[config.mk]
export PLATFORM = sky130hd
export DESIGN_NAME = quadratic_velocity_ramp
export DESIGN_NICKNAME = d
export VERILOG_FILES = /design/src/design/qvr_pkg.sv /design/src/design/qvr_step.sv /design/src/design/qvr_scale.sv /design/src/design/quadratic_velocity_ramp.sv
export SDC_FILE = /design/constraint.sdc
export NUM_CORES = 2
export LEC_CHECK = 0
export BUFFER_PORTS_ARGS = -buffer_cell sky130_fd_sc_hd__buf_2
export CAP_MARGIN = 20
export CORE_MARGIN = 2
export CORE_UTILIZATION = 35
export DETAILED_ROUTE_END_ITERATION = 8
export PLACE_DENSITY_LB_ADDON = 0.08
export SYNTH_ARGS = -nofsm -noshare
export SYNTH_HDL_FRONTEND = slang
export SYNTH_SLANG_ARGS = --single-unit
[constraint.sdc]
create_clock -name clk -period 22.6 [get_ports clk]
set_input_delay 0 -clock clk [delete_from_list [all_inputs] [get_ports clk]]
set_output_delay 0 -clock clk [all_outputs]
set_load 0.005 [all_outputs]
[src/design/qvr_pkg.sv]
// qvr_pkg: widths, register indexes and shared beat types of the quadratic velocity ramp
// used by qvr_step, qvr_scale and quadratic_velocity_ramp; no dependencies
package qvr_pkg;

  localparam int V_W        = 24;
  localparam int RATE_W     = 23;
  localparam int TS_W       = 18;
  localparam int FRAC_W     = 16;
  localparam int SQ_W       = 31;
  localparam int CFG_IDX_W  = 2;
  localparam int STEP_DIVISOR_SHIFT_DEF = 3;

  localparam logic [V_W-1:0] ONE_Q16 = V_W'(1) << FRAC_W;

  typedef enum logic [CFG_IDX_W-1:0] {
    REG_TRANS_ACCEL = 2'd0,
    REG_TRANS_DECEL = 2'd1,
    REG_ROT_ACCEL   = 2'd2,
    REG_ROT_DECEL   = 2'd3
  } reg_idx_t;

  typedef struct packed {
    logic [RATE_W-1:0] trans_accel;
    logic [RATE_W-1:0] trans_decel;
    logic [RATE_W-1:0] rot_accel;
    logic [RATE_W-1:0] rot_decel;
  } cfg_regs_t;

  // limited velocity and its time factor, between limiter and scaler
  typedef struct packed {
    logic [V_W-1:0]  lim;
    logic [TS_W-1:0] ts;
  } lim_beat_t;

endpackage

[src/design/qvr_step.sv]
// qvr_step: four-stage limiter, quadratic step from |v|, clamp to the requested velocity
// depends on qvr_pkg
module qvr_step import qvr_pkg::*; #(
  parameter int STEP_DIVISOR_SHIFT = STEP_DIVISOR_SHIFT_DEF
) (
  input  logic            clk,
  input  logic            rst_n,
  input  cfg_regs_t       cfg,
  input  logic            in_valid,
  output logic            in_ready,
  input  logic            in_mode,
  input  logic [V_W-1:0]  in_cur,
  input  logic [V_W-1:0]  in_tgt,
  input  logic [TS_W-1:0] in_ts,
  output logic            out_valid,
  input  logic            out_ready,
  output lim_beat_t       out_beat
);

  localparam int ProdW  = SQ_W + RATE_W;
  localparam int ExtraW = ProdW - FRAC_W - STEP_DIVISOR_SHIFT;
  localparam int StepW  = ExtraW + 1;

  typedef enum logic [1:0] {
    DIR_HOLD,
    DIR_UP,
    DIR_DOWN
  } dir_t;

  typedef struct packed {
    dir_t              dir;
    logic              zero;
    logic [RATE_W-1:0] rate;
    logic [V_W-1:0]    cur;
    logic [V_W-1:0]    tgt;
    logic [TS_W-1:0]   ts;
    logic [V_W-1:0]    diff;
  } carry_t;

  logic [3:0]        v_r;
  logic [3:0]        en;
  carry_t            a_car_r, b_car_r, c_car_r;
  carry_t            a_car_nxt;
  logic [V_W-1:0]    a_mag1_r, a_mag1_nxt;
  logic [SQ_W-1:0]   b_sq_r;
  logic [ExtraW-1:0] c_extra_r;
  lim_beat_t         d_beat_r, d_beat_nxt;

  logic [2*V_W-1:0]  sq_full;
  logic [ProdW-1:0]  ex_full;
  logic [V_W-1:0]    mag;
  logic              cur_neg, away;
  logic [RATE_W-1:0] acc, dec;
  logic [StepW-1:0]  step;
  logic              over;

  assign en[3]     = !v_r[3] || out_ready;
  assign en[2]     = !v_r[2] || en[3];
  assign en[1]     = !v_r[1] || en[2];
  assign en[0]     = !v_r[0] || en[1];
  assign in_ready  = en[0];
  assign out_valid = v_r[3];
  assign out_beat  = d_beat_r;

  // entry: direction, distance to target, rate choice, |v|+1
  always_comb begin
    cur_neg = in_cur[V_W-1];
    mag     = cur_neg ? (~in_cur + V_W'(1)) : in_cur;
    acc     = in_mode ? cfg.rot_accel : cfg.trans_accel;
    dec     = in_mode ? cfg.rot_decel : cfg.trans_decel;
    a_car_nxt.cur  = in_cur;
    a_car_nxt.tgt  = in_tgt;
    a_car_nxt.ts   = in_ts;
    a_car_nxt.zero = (in_cur == '0);
    if ($signed(in_tgt) > $signed(in_cur)) begin
      a_car_nxt.dir  = DIR_UP;
      a_car_nxt.diff = in_tgt - in_cur;
    end else if ($signed(in_tgt) < $signed(in_cur)) begin
      a_car_nxt.dir  = DIR_DOWN;
      a_car_nxt.diff = in_cur - in_tgt;
    end else begin
      a_car_nxt.dir  = DIR_HOLD;
      a_car_nxt.diff = '0;
    end
    away = ((a_car_nxt.dir == DIR_UP) && !cur_neg) || ((a_car_nxt.dir == DIR_DOWN) && cur_neg);
    a_car_nxt.rate = (away || a_car_nxt.zero) ? acc : dec;
    a_mag1_nxt     = mag + ONE_Q16;
  end

  assign sq_full = (2*V_W)'(a_mag1_r) * (2*V_W)'(a_mag1_r);
  assign ex_full = ProdW'(b_sq_r) * ProdW'(b_car_r.rate);

  // clamp: never pass the target
  always_comb begin
    step = c_car_r.zero ? StepW'(c_car_r.rate) : StepW'(c_car_r.rate) + StepW'(c_extra_r);
    over = step > StepW'(c_car_r.diff);
    d_beat_nxt.ts = c_car_r.ts;
    case (c_car_r.dir)
      DIR_UP:   d_beat_nxt.lim = over ? c_car_r.tgt : c_car_r.cur + step[V_W-1:0];
      DIR_DOWN: d_beat_nxt.lim = over ? c_car_r.tgt : c_car_r.cur - step[V_W-1:0];
      default:  d_beat_nxt.lim = c_car_r.tgt;
    endcase
  end

  always_ff @(posedge clk) begin
    if (!rst_n) begin
      v_r <= '0;
    end else begin
      if (en[0]) v_r[0] <= in_valid;
      if (en[1]) v_r[1] <= v_r[0];
      if (en[2]) v_r[2] <= v_r[1];
      if (en[3]) v_r[3] <= v_r[2];
    end
  end

  always_ff @(posedge clk) begin
    if (en[0]) begin
      a_car_r  <= a_car_nxt;
      a_mag1_r <= a_mag1_nxt;
    end
    if (en[1]) begin
      b_car_r <= a_car_r;
      b_sq_r  <= sq_full[SQ_W+FRAC_W-1:FRAC_W];
    end
    if (en[2]) begin
      c_car_r   <= b_car_r;
      c_extra_r <= ex_full[ProdW-1:FRAC_W+STEP_DIVISOR_SHIFT];
    end
    if (en[3]) begin
      d_beat_r <= d_beat_nxt;
    end
  end

`ifndef SYNTHESIS
  a_full_when_blocked: assert property (@(posedge clk) disable iff (!rst_n)
    !in_ready |-> (&v_r))
    else $error("limiter refuses a beat with a bubble in the pipe");

  a_drain_frees_entry: assert property (@(posedge clk) disable iff (!rst_n)
    (out_valid && out_ready) |-> in_ready)
    else $error("limiter blocked although the last stage is draining");

  a_stall_keeps_beat: assert property (@(posedge clk) disable iff (!rst_n)
    (v_r[3] && !out_ready) |=> (v_r[3] && $stable(d_beat_r)))
    else $error("stalled limiter beat lost or changed");

  a_stage_not_dropped: assert property (@(posedge clk) disable iff (!rst_n)
    (v_r[2] && !en[3]) |=> v_r[2])
    else $error("limiter stage dropped a beat while stalled");
`endif

endmodule

[src/design/qvr_scale.sv]
// qvr_scale: two-stage time factor multiply, floor shift and 24-bit saturation
// depends on qvr_pkg
module qvr_scale import qvr_pkg::*; (
  input  logic           clk,
  input  logic           rst_n,
  input  logic           in_valid,
  output logic           in_ready,
  input  lim_beat_t      in_beat,
  output logic           out_valid,
  input  logic           out_ready,
  output logic [V_W-1:0] out_speed
);

  localparam int ProdW = V_W + TS_W + 1;
  localparam int ShW   = ProdW - FRAC_W;

  localparam logic signed [ShW-1:0] SAT_MAX = ShW'((64'sd1 <<< (V_W - 1)) - 64'sd1);
  localparam logic signed [ShW-1:0] SAT_MIN = ShW'(-(64'sd1 <<< (V_W - 1)));

  logic                    e_v_r, f_v_r;
  logic                    en_e, en_f;
  logic signed [ProdW-1:0] e_prod_r, e_prod_nxt;
  logic [V_W-1:0]          f_speed_r, f_speed_nxt;
  logic signed [ShW-1:0]   shifted;

  assign en_f      = !f_v_r || out_ready;
  assign en_e      = !e_v_r || en_f;
  assign in_ready  = en_e;
  assign out_valid = f_v_r;
  assign out_speed = f_speed_r;

  assign e_prod_nxt = ProdW'($signed(in_beat.lim)) * ProdW'($signed({1'b0, in_beat.ts}));

  // dropping the low bits of a two's complement value floors it
  always_comb begin
    shifted = e_prod_r[ProdW-1:FRAC_W];
    if (shifted > SAT_MAX) begin
      f_speed_nxt = SAT_MAX[V_W-1:0];
    end else if (shifted < SAT_MIN) begin
      f_speed_nxt = SAT_MIN[V_W-1:0];
    end else begin
      f_speed_nxt = shifted[V_W-1:0];
    end
  end

  always_ff @(posedge clk) begin
    if (!rst_n) begin
      e_v_r <= 1'b0;
      f_v_r <= 1'b0;
    end else begin
      if (en_e) e_v_r <= in_valid;
      if (en_f) f_v_r <= e_v_r;
    end
  end

  always_ff @(posedge clk) begin
    if (en_e) e_prod_r  <= e_prod_nxt;
    if (en_f) f_speed_r <= f_speed_nxt;
  end

endmodule

[src/design/quadratic_velocity_ramp.sv]
// quadratic_velocity_ramp: top level, configuration registers, limiter and scaler
// depends on qvr_pkg, qvr_step, qvr_scale
//
// Use: one command beat on in_ (mode, current and target speed, time scale) gives one
// beat on out_ (drive speed). Both channels are valid/ready; a beat moves when both are
// high. Rates are written through cfg_we / cfg_index / cfg_wdata; the user writes them only
// while no beat is in flight; the block itself does not enforce this. Pipeline: six register
// stages (rate select, square, rate product, clamp, time product, saturate).
// Throughput: one beat per cycle while out_ready is high; every stage holds a valid bit and the pipe refills
// bubbles, so in_ready stays high while any stage is empty.
// Stall: when out_ready is low the output beat holds; earlier stages keep filling
// until the pipe is full, then in_ready drops. Nothing is lost or repeated.
// Reset (rst_n low, synchronous): all stages empty, all four rates zero.
// The multipliers (24x24 square, 31x23 rate product, 24x19 time product) each sit
// alone between registers and set the clock figure.
module quadratic_velocity_ramp import qvr_pkg::*; #(
  parameter int STEP_DIVISOR_SHIFT = STEP_DIVISOR_SHIFT_DEF
) (
  input  logic                 clk,
  input  logic                 rst_n,
  input  logic                 cfg_we,
  input  logic [CFG_IDX_W-1:0] cfg_index,
  input  logic [RATE_W-1:0]    cfg_wdata,
  input  logic                 in_valid,
  output logic                 in_ready,
  input  logic                 in_mode,
  input  logic [V_W-1:0]       in_current_speed,
  input  logic [V_W-1:0]       in_target_speed,
  input  logic [TS_W-1:0]      in_time_scale,
  output logic                 out_valid,
  input  logic                 out_ready,
  output logic [V_W-1:0]       out_drive_speed
);

  cfg_regs_t cfg_r;
  lim_beat_t lim_beat;
  logic      lim_valid, lim_ready;

  always_ff @(posedge clk) begin
    if (!rst_n) begin
      cfg_r <= '0;
    end else if (cfg_we) begin
      case (reg_idx_t'(cfg_index))
        REG_TRANS_ACCEL: cfg_r.trans_accel <= cfg_wdata;
        REG_TRANS_DECEL: cfg_r.trans_decel <= cfg_wdata;
        REG_ROT_ACCEL:   cfg_r.rot_accel   <= cfg_wdata;
        REG_ROT_DECEL:   cfg_r.rot_decel   <= cfg_wdata;
        default:         cfg_r             <= cfg_r;
      endcase
    end
  end

  qvr_step #(
    .STEP_DIVISOR_SHIFT(STEP_DIVISOR_SHIFT)
  ) u_step (
    .clk       (clk),
    .rst_n     (rst_n),
    .cfg       (cfg_r),
    .in_valid  (in_valid),
    .in_ready  (in_ready),
    .in_mode   (in_mode),
    .in_cur    (in_current_speed),
    .in_tgt    (in_target_speed),
    .in_ts     (in_time_scale),
    .out_valid (lim_valid),
    .out_ready (lim_ready),
    .out_beat  (lim_beat)
  );

  qvr_scale u_scale (
    .clk       (clk),
    .rst_n     (rst_n),
    .in_valid  (lim_valid),
    .in_ready  (lim_ready),
    .in_beat   (lim_beat),
    .out_valid (out_valid),
    .out_ready (out_ready),
    .out_speed (out_drive_speed)
  );

endmodule
# [After elaboration in Yosys (flattened, before gate mapping)]
# Cells that the tools add are included.
[totals] output_inout_bits=26 reg_bits=645 inputBits=97
[classes] mul=3 reduce_logical=23 muxes=13 n_addsub=7 n_eq_ne=7 bitwise=1 n_lt_le_gt_ge=5
[op_table] op="2-to-1 mux 24 bit" n=6
[op_table] op="subtractor 24 bit" n=3
[op_table] op="2-to-1 mux 23 bit" n=3
[op_table] op="multiplier 31 x 23 -> 54 bit" n=1
[op_table] op="one-hot mux 24 bit (2 select lines)" n=1
[op_table] op="multiplier 24 x 24 -> 47 bit" n=1
[op_table] op="multiplier 24 x 19 -> 43 bit" n=1
[op_table] op="adder 23 x 35 -> 36 bit" n=1
[op_table] op="greater-than comparator 36 x 24 -> 1 bit" n=1
[op_table] op="2-to-1 mux 36 bit" n=1
[op_table] op="greater-than comparator 27 x 24 -> 1 bit, second input constant" n=1
[op_table] op="less-than comparator 27 x 24 -> 1 bit, second input constant" n=1
[op_table] op="adder 24 x 1 -> 24 bit, second input constant" n=1
[op_table] op="adder 24 x 17 -> 24 bit, second input constant" n=1
[op_table] op="adder 24 bit" n=1
[op_table] op="greater-than comparator 24 bit" n=1
[op_table] op="logical NOT 24 bit" n=1
[op_table] op="less-than comparator 24 bit" n=1
[op_table] op="inverter 24 bit" n=1
[op_table] op="equality test 2 bit, second input constant" n=4
[op_table] op="logical OR 1 bit" n=8
[op_table] op="AND reduction 2 bit" n=4
[op_table] op="logical NOT 1 bit" n=7
[op_table] op="equality test 2 x 1 -> 1 bit, second input constant" n=3
[op_table] op="3 further kinds" n=5

# [Depth between registers and ports, before layout]
[logic_depth] depth_word=8 ltp_mapped=28 mapped_depth_nobuf=27

# [Hierarchy]
# Synthesis repeated with hierarchy kept, for this count alone.
[hier_totals] hier_cells=8057 hier_area_um2=81720.9
[modules_own_cells] module="qvr_step" n_inst=1 area_each_um2=61033.5 cells_per_inst=5938
[modules_own_cells] module="qvr_scale" n_inst=1 area_each_um2=17312.9 cells_per_inst=1795
[modules_own_cells] module="quadratic_velocity_ramp" n_inst=1 area_each_um2=3374.5 cells_per_inst=324

# [Worst setup path before layout]
# No wires, ideal clock.
[synth_path] path_kind="reg-to-reg" startpoint="reg u_step.a_mag1_r[17]" endpoint="reg u_step.b_sq_r[25] (data pin)" n_path_buf=2 arrival_time_ns=6.913 path_stages_with_launch=26 setup_time_ns=0.258 required_time_ns=22.342 path_slack_ns=15.429 synth_period_minus_slack_ns=7.171 cell_sequence="edfxtp_1 clkbuf_1 clkbuf_1 nand2_1 fa_1 fa_1 inv_1 fa_1 fa_1 fa_1 fa_1 inv_1 fa_1 inv_1 ha_1 a21o_1 a21o_1 a21o_1 a21o_1 a221o_1 a22oi_1 nand2_1 a41o_1 o21a_1 nor2_1 xnor2_1"
[synth_via] elab_chain_cells=1
[synth_rtl] element="start, declared" line="qvr_step.sv:44" text="logic [V_W-1:0] a_mag1_r, a_mag1_nxt;"
[synth_rtl] element="start signal, assigned" line="qvr_step.sv:119" text="a_mag1_r <= a_mag1_nxt;"
[synth_rtl] element="multiplier 24 x 24 -> 47 bit" line="qvr_step.sv:90" text="assign sq_full = (2*V_W)'(a_mag1_r) * (2*V_W)'(a_mag1_r);"
[synth_rtl] element="named net u_step.sq_full[41]" line="qvr_step.sv:49" text="logic [2*V_W-1:0] sq_full;"
[synth_rtl] element="end signal, assigned" line="qvr_step.sv:123" text="b_sq_r <= sq_full[SQ_W+FRAC_W-1:FRAC_W];"
[synth_rtl] element="end, declared" line="qvr_step.sv:45" text="logic [SQ_W-1:0] b_sq_r;"
# The timed path passes the listed nets, and every way through them passes these cells.
# A chain may end at the register's enable or synchronous reset.

# [Worst setup path after layout]
[layout_path] startpoint="reg u_step.b_sq_r[7]" endpoint="reg u_step.c_extra_r[20] (data pin)"
[layout_via] elab_chain_cells=1
[layout_rtl] element="multiplier 31 x 23 -> 54 bit" line="qvr_step.sv:91" text="assign ex_full = ProdW'(b_sq_r) * ProdW'(b_car_r.rate);"
[layout_rtl] element="named net u_step.ex_full[39]" line="qvr_step.sv:50" text="logic [ProdW-1:0] ex_full;"
[layout_rtl] element="end signal, assigned" line="qvr_step.sv:127" text="c_extra_r <= ex_full[ProdW-1:FRAC_W+STEP_DIVISOR_SHIFT];"
[layout_rtl] element="end, declared" line="qvr_step.sv:46" text="logic [ExtraW-1:0] c_extra_r;"
# The timed path passes the listed nets, and every way through them passes these cells.

==> metrics.md <==
| Metric | Value |
|---|---|
| Outcome | complete, no violations |
| Clk_lat worst skew | 0.74 ns |
| YS warnings | 0 |
| CORE AREA | 229000 sq um |
| Final period utilization | 36.8% |
| Slew of the pin with the lowest slew margin | 1.20 ns |
| I/O pin cnt | 123 |
| Largest net degree at the start of global routing | 99 |
| Post-synth EDFFs | 530 |
| Fillers | 23000 |
| Starting DRT DRC Count | 3110 |
| Worst-path clk slew | 0.05 ns |
| Ys flop type | edfxtp_1 |
| Initial antenna violation count | 13 |
| Tot GR Track Use | 20.2% |
| Max transition margin | 19.8% |
| Synth Area in XOR/XNOR | 1.76% |
| Hold Crit Depth | 2 |
| CP required | 22.99 ns |
| # rows | 176 |
| Via count | 54100 |
| Routed WL | 232000 um |
| Post-Syn Area per Cell | 10.1 sq um |
| Number of global-route vias before repair | 58900 |
| Clock sink count | 628 |
| Full die area | 234000 sq um |
| Reg2reg start | u_step.b_sq_r[7] |
| Min-delay src | in_current_speed[21] |
| Via/cell ratio | 4.82 |
| RD Place Congestion | 0.821 |
| Worst min-delay path endpoint | u_step.a_car_r[87] |
| Pins Over Slew Limit | 0 |
| Critical Path Fanout Max | 23 |
| Syn Inst Count | 8000 |
| Crit path kind | reg -> reg |
| CTS tree | yes |
| Die W | 484 um |
| Fraction of the mapped netlist area in compound gates | 6.92% |
| Distinct cells, synth | 88 |
| Setup Viol. Count Final | 0 |
| Area grow syn2layout | 9.90% |
| Post-synth ARST share | 0% |
| Max_cap viols | 0 |
| Setup Skew | 0.0964 ns |
| CP max-delay cell | edfxtp_1 |
| Post-Syn Area | 80600 sq um |
| Synth Area in Simple Gates | 12.6% |
| Largest family of logic cells by synthesized area | adder cells |
| Final Hold Fails | 0 |
| Adder-cell share of the synthesized area | 45.6% |
| Ranking of synthesized cells by area | fa_1 (36%), edfxtp_1 (20%), ha_1 (9.3%), inv_1 (8.5%), nand2_1 (5.2%) |
| Initial Util | 35.1% |
| Die Y-Extent | 484 um |
| Top delay family on crit path | adder cells |
| R2R cell count | 25 |
| Most used cell, CP | fa_1 |
| Placed cell area | 84700 sq um |
| Layout cells sized above 1 | 5.60% |
| CP startpoint kind | flip-flop |
| Nets | 10300 |
| Flops & latches, synth | 628 |
| Critical Path Sink Type | flip-flop |
| Crit path time final | 8.31 ns |
| Crit path arrival time | 8.70 ns |
| Clock buffer count from CTS | 78 |
| First-pass GRT wire length | 362000 um |
| Overflow after GRT | 0 |
| R2R setup slack | 14.29 ns |
| Synth top area share | 36.3% |
| Routed Antenna Nets | 0 |
| H-tree depth | 3 |
| # DRC | 0 |
| RSZ-0062 raised after global routing | false |
| Fin area | 88600 sq um |
| Setup_tns | 0 ns |
| Clk buf depth | 3 |
| Initial DRT Pass Iterations | 7 |
| Worst Hold Class | in -> reg |
| Net count of the mapped netlist | 10200 |
| Fmax | 120 MHz |
| Top-count cell post-synth | inv_1 |
| Worst path max stage delay | 0.96 ns |
| Port bufs | 122 |
| Seq/Total Area, Yosys | 22.2% |
| Post-synth top cells | inv_1 (1817), fa_1 (1460), nand2_1 (1106) |
| Routed WL per cell | 20.7 um |
| CTS root buffer | clkbuf_16 |
| Synth area leader | fa_1 |
| Detailed placer's ending HPWL | 177000 um |
| R2r endpoint | u_step.c_extra_r[20] |
| WP buf/inv | 5 |
| Mux cell area share after synthesis | 0.862% |
## kinds of logic after synthesis
logic type                 Yosys count
AOI/OAI and AO/OA                  806
xor gates and xnor gates           162
adders and majority gates         2060
buffers and inverters             2164
DFF                                628
muxes                               39
and+or+nand+nor                   2141
## layer usage
metal | GRT usage [%] | part of all wire, % | wire length [um]
met3 | 2.33 | 3.7 | 8640
met4 | 3.35 | 1.6 | 3610
met5 | 0 | 0.0047 | 11
met2 | 33.3 | 47 | 109000
met1 | 28.9 | 48 | 110000
## area by class of cell
class	instances	area [sq um]	share of cell area, %
antenna	5	12.5	0.0141
clock buffer	96	2100	2.37
clock inverter	49	528	0.596
inverter	1824	6850	7.74
multi-input combinational	5208	54600	61.7
sequential	628	17900	20.2
tap	3026	3790	4.27
timing repair buffer	374	2810	3.18
## how the worst max path moves through the flow
| stage | depth (start not counted) | end | slack (ns) | from |
|---|---|---|---|---|
| after floorplan | 25 | u_step.b_sq_r[25] | 15.43 | u_step.a_mag1_r[17] |
| after global placement | 25 | u_step.c_extra_r[34] | 14.21 | u_step.b_sq_r[7] |
| after detailed placement | 25 | u_step.c_extra_r[34] | 14.19 | u_step.b_sq_r[7] |
| after CTS | 25 | u_step.c_extra_r[20] | 14.13 | u_step.b_sq_r[7] |
| after global routing | 24 | u_step.c_extra_r[23] | 13.69 | u_step.b_sq_r[7] |
| final | 25 | u_step.c_extra_r[20] | 14.29 | u_step.b_sq_r[7] |
## layout by cell type (no fill, tap or decap), types with 124 or more instances in the layout
cell type | Yosys | final
ha_1 | 600 | 600
fa_1 | 1460 | 1460
dlygate4sd3_1 | 0 | 124
nand2_1 | 1106 | 1105
nor2_1 | 185 | 185
and2_1 | 599 | 599
xnor2_1 | 126 | 125
buf_4 | 0 | 128
edfxtp_1 | 530 | 530
inv_1 | 1817 | 1815
a21oi_1 | 174 | 174
## flip-flops by register name (all words and copies together), names as in the netlist
register,cells
cfg_r,92
u_scale.e_prod_r,27
u_scale.e_v_r,1
u_scale.out_speed,24
u_scale.out_valid,1
u_step.a_car_r,115
u_step.a_mag1_r,24
u_step.b_car_r,116
u_step.b_sq_r,31
u_step.c_car_r,116
u_step.c_extra_r,35
u_step.out_beat,42
u_step.v_r,4
## worst register-to-register path, cell delays in order, from the launching register on
cell and delay (ns):
edfxtp_1 0.96, nand2_1 0.19, fa_1 0.56, inv_1 0.05
fa_1 0.48, fa_1 0.56, ha_1 0.14, inv_1 0.04
fa_1 0.47, inv_1 0.05, fa_1 0.53, inv_1 0.05
fa_1 0.47, inv_1 0.04, ha_1 0.28, and3_1 0.19
a221o_1 0.36, a221oi_2 0.62, o21ai_1 0.25, a31oi_1 0.52
o31ai_1 0.27, a21boi_0 0.40, nor2b_1 0.12, o21a_1 0.20
nor2_1 0.11, xnor2_1 0.08
## stage by stage
step	setup slack [ns]	cells	hold WS [ns]	util [%]
6_report	14.29	11200	0.0806	38.6
5_1_grt	13.69	11200	0.0301	38.6
4_1_cts	14.13	11200	0.000435	38.6
3_5_place_dp	14.19	10900	0.179	36.9
3_3_place_gp	14.21	10900	0.178	36.9
2_1_floorplan	15.43	8000	0.0989	-
## timing repair
action	4_1_cts	5_1_grt
hold buffers	124	0
buffers inserted	0	0
setup endpoints to repair	0	0
hold endpoints to repair	191	0
resized for setup	0	0
Power is not shown: default switching activity piles up to over one toggle a cycle in this logic, so the estimate is an artifact.
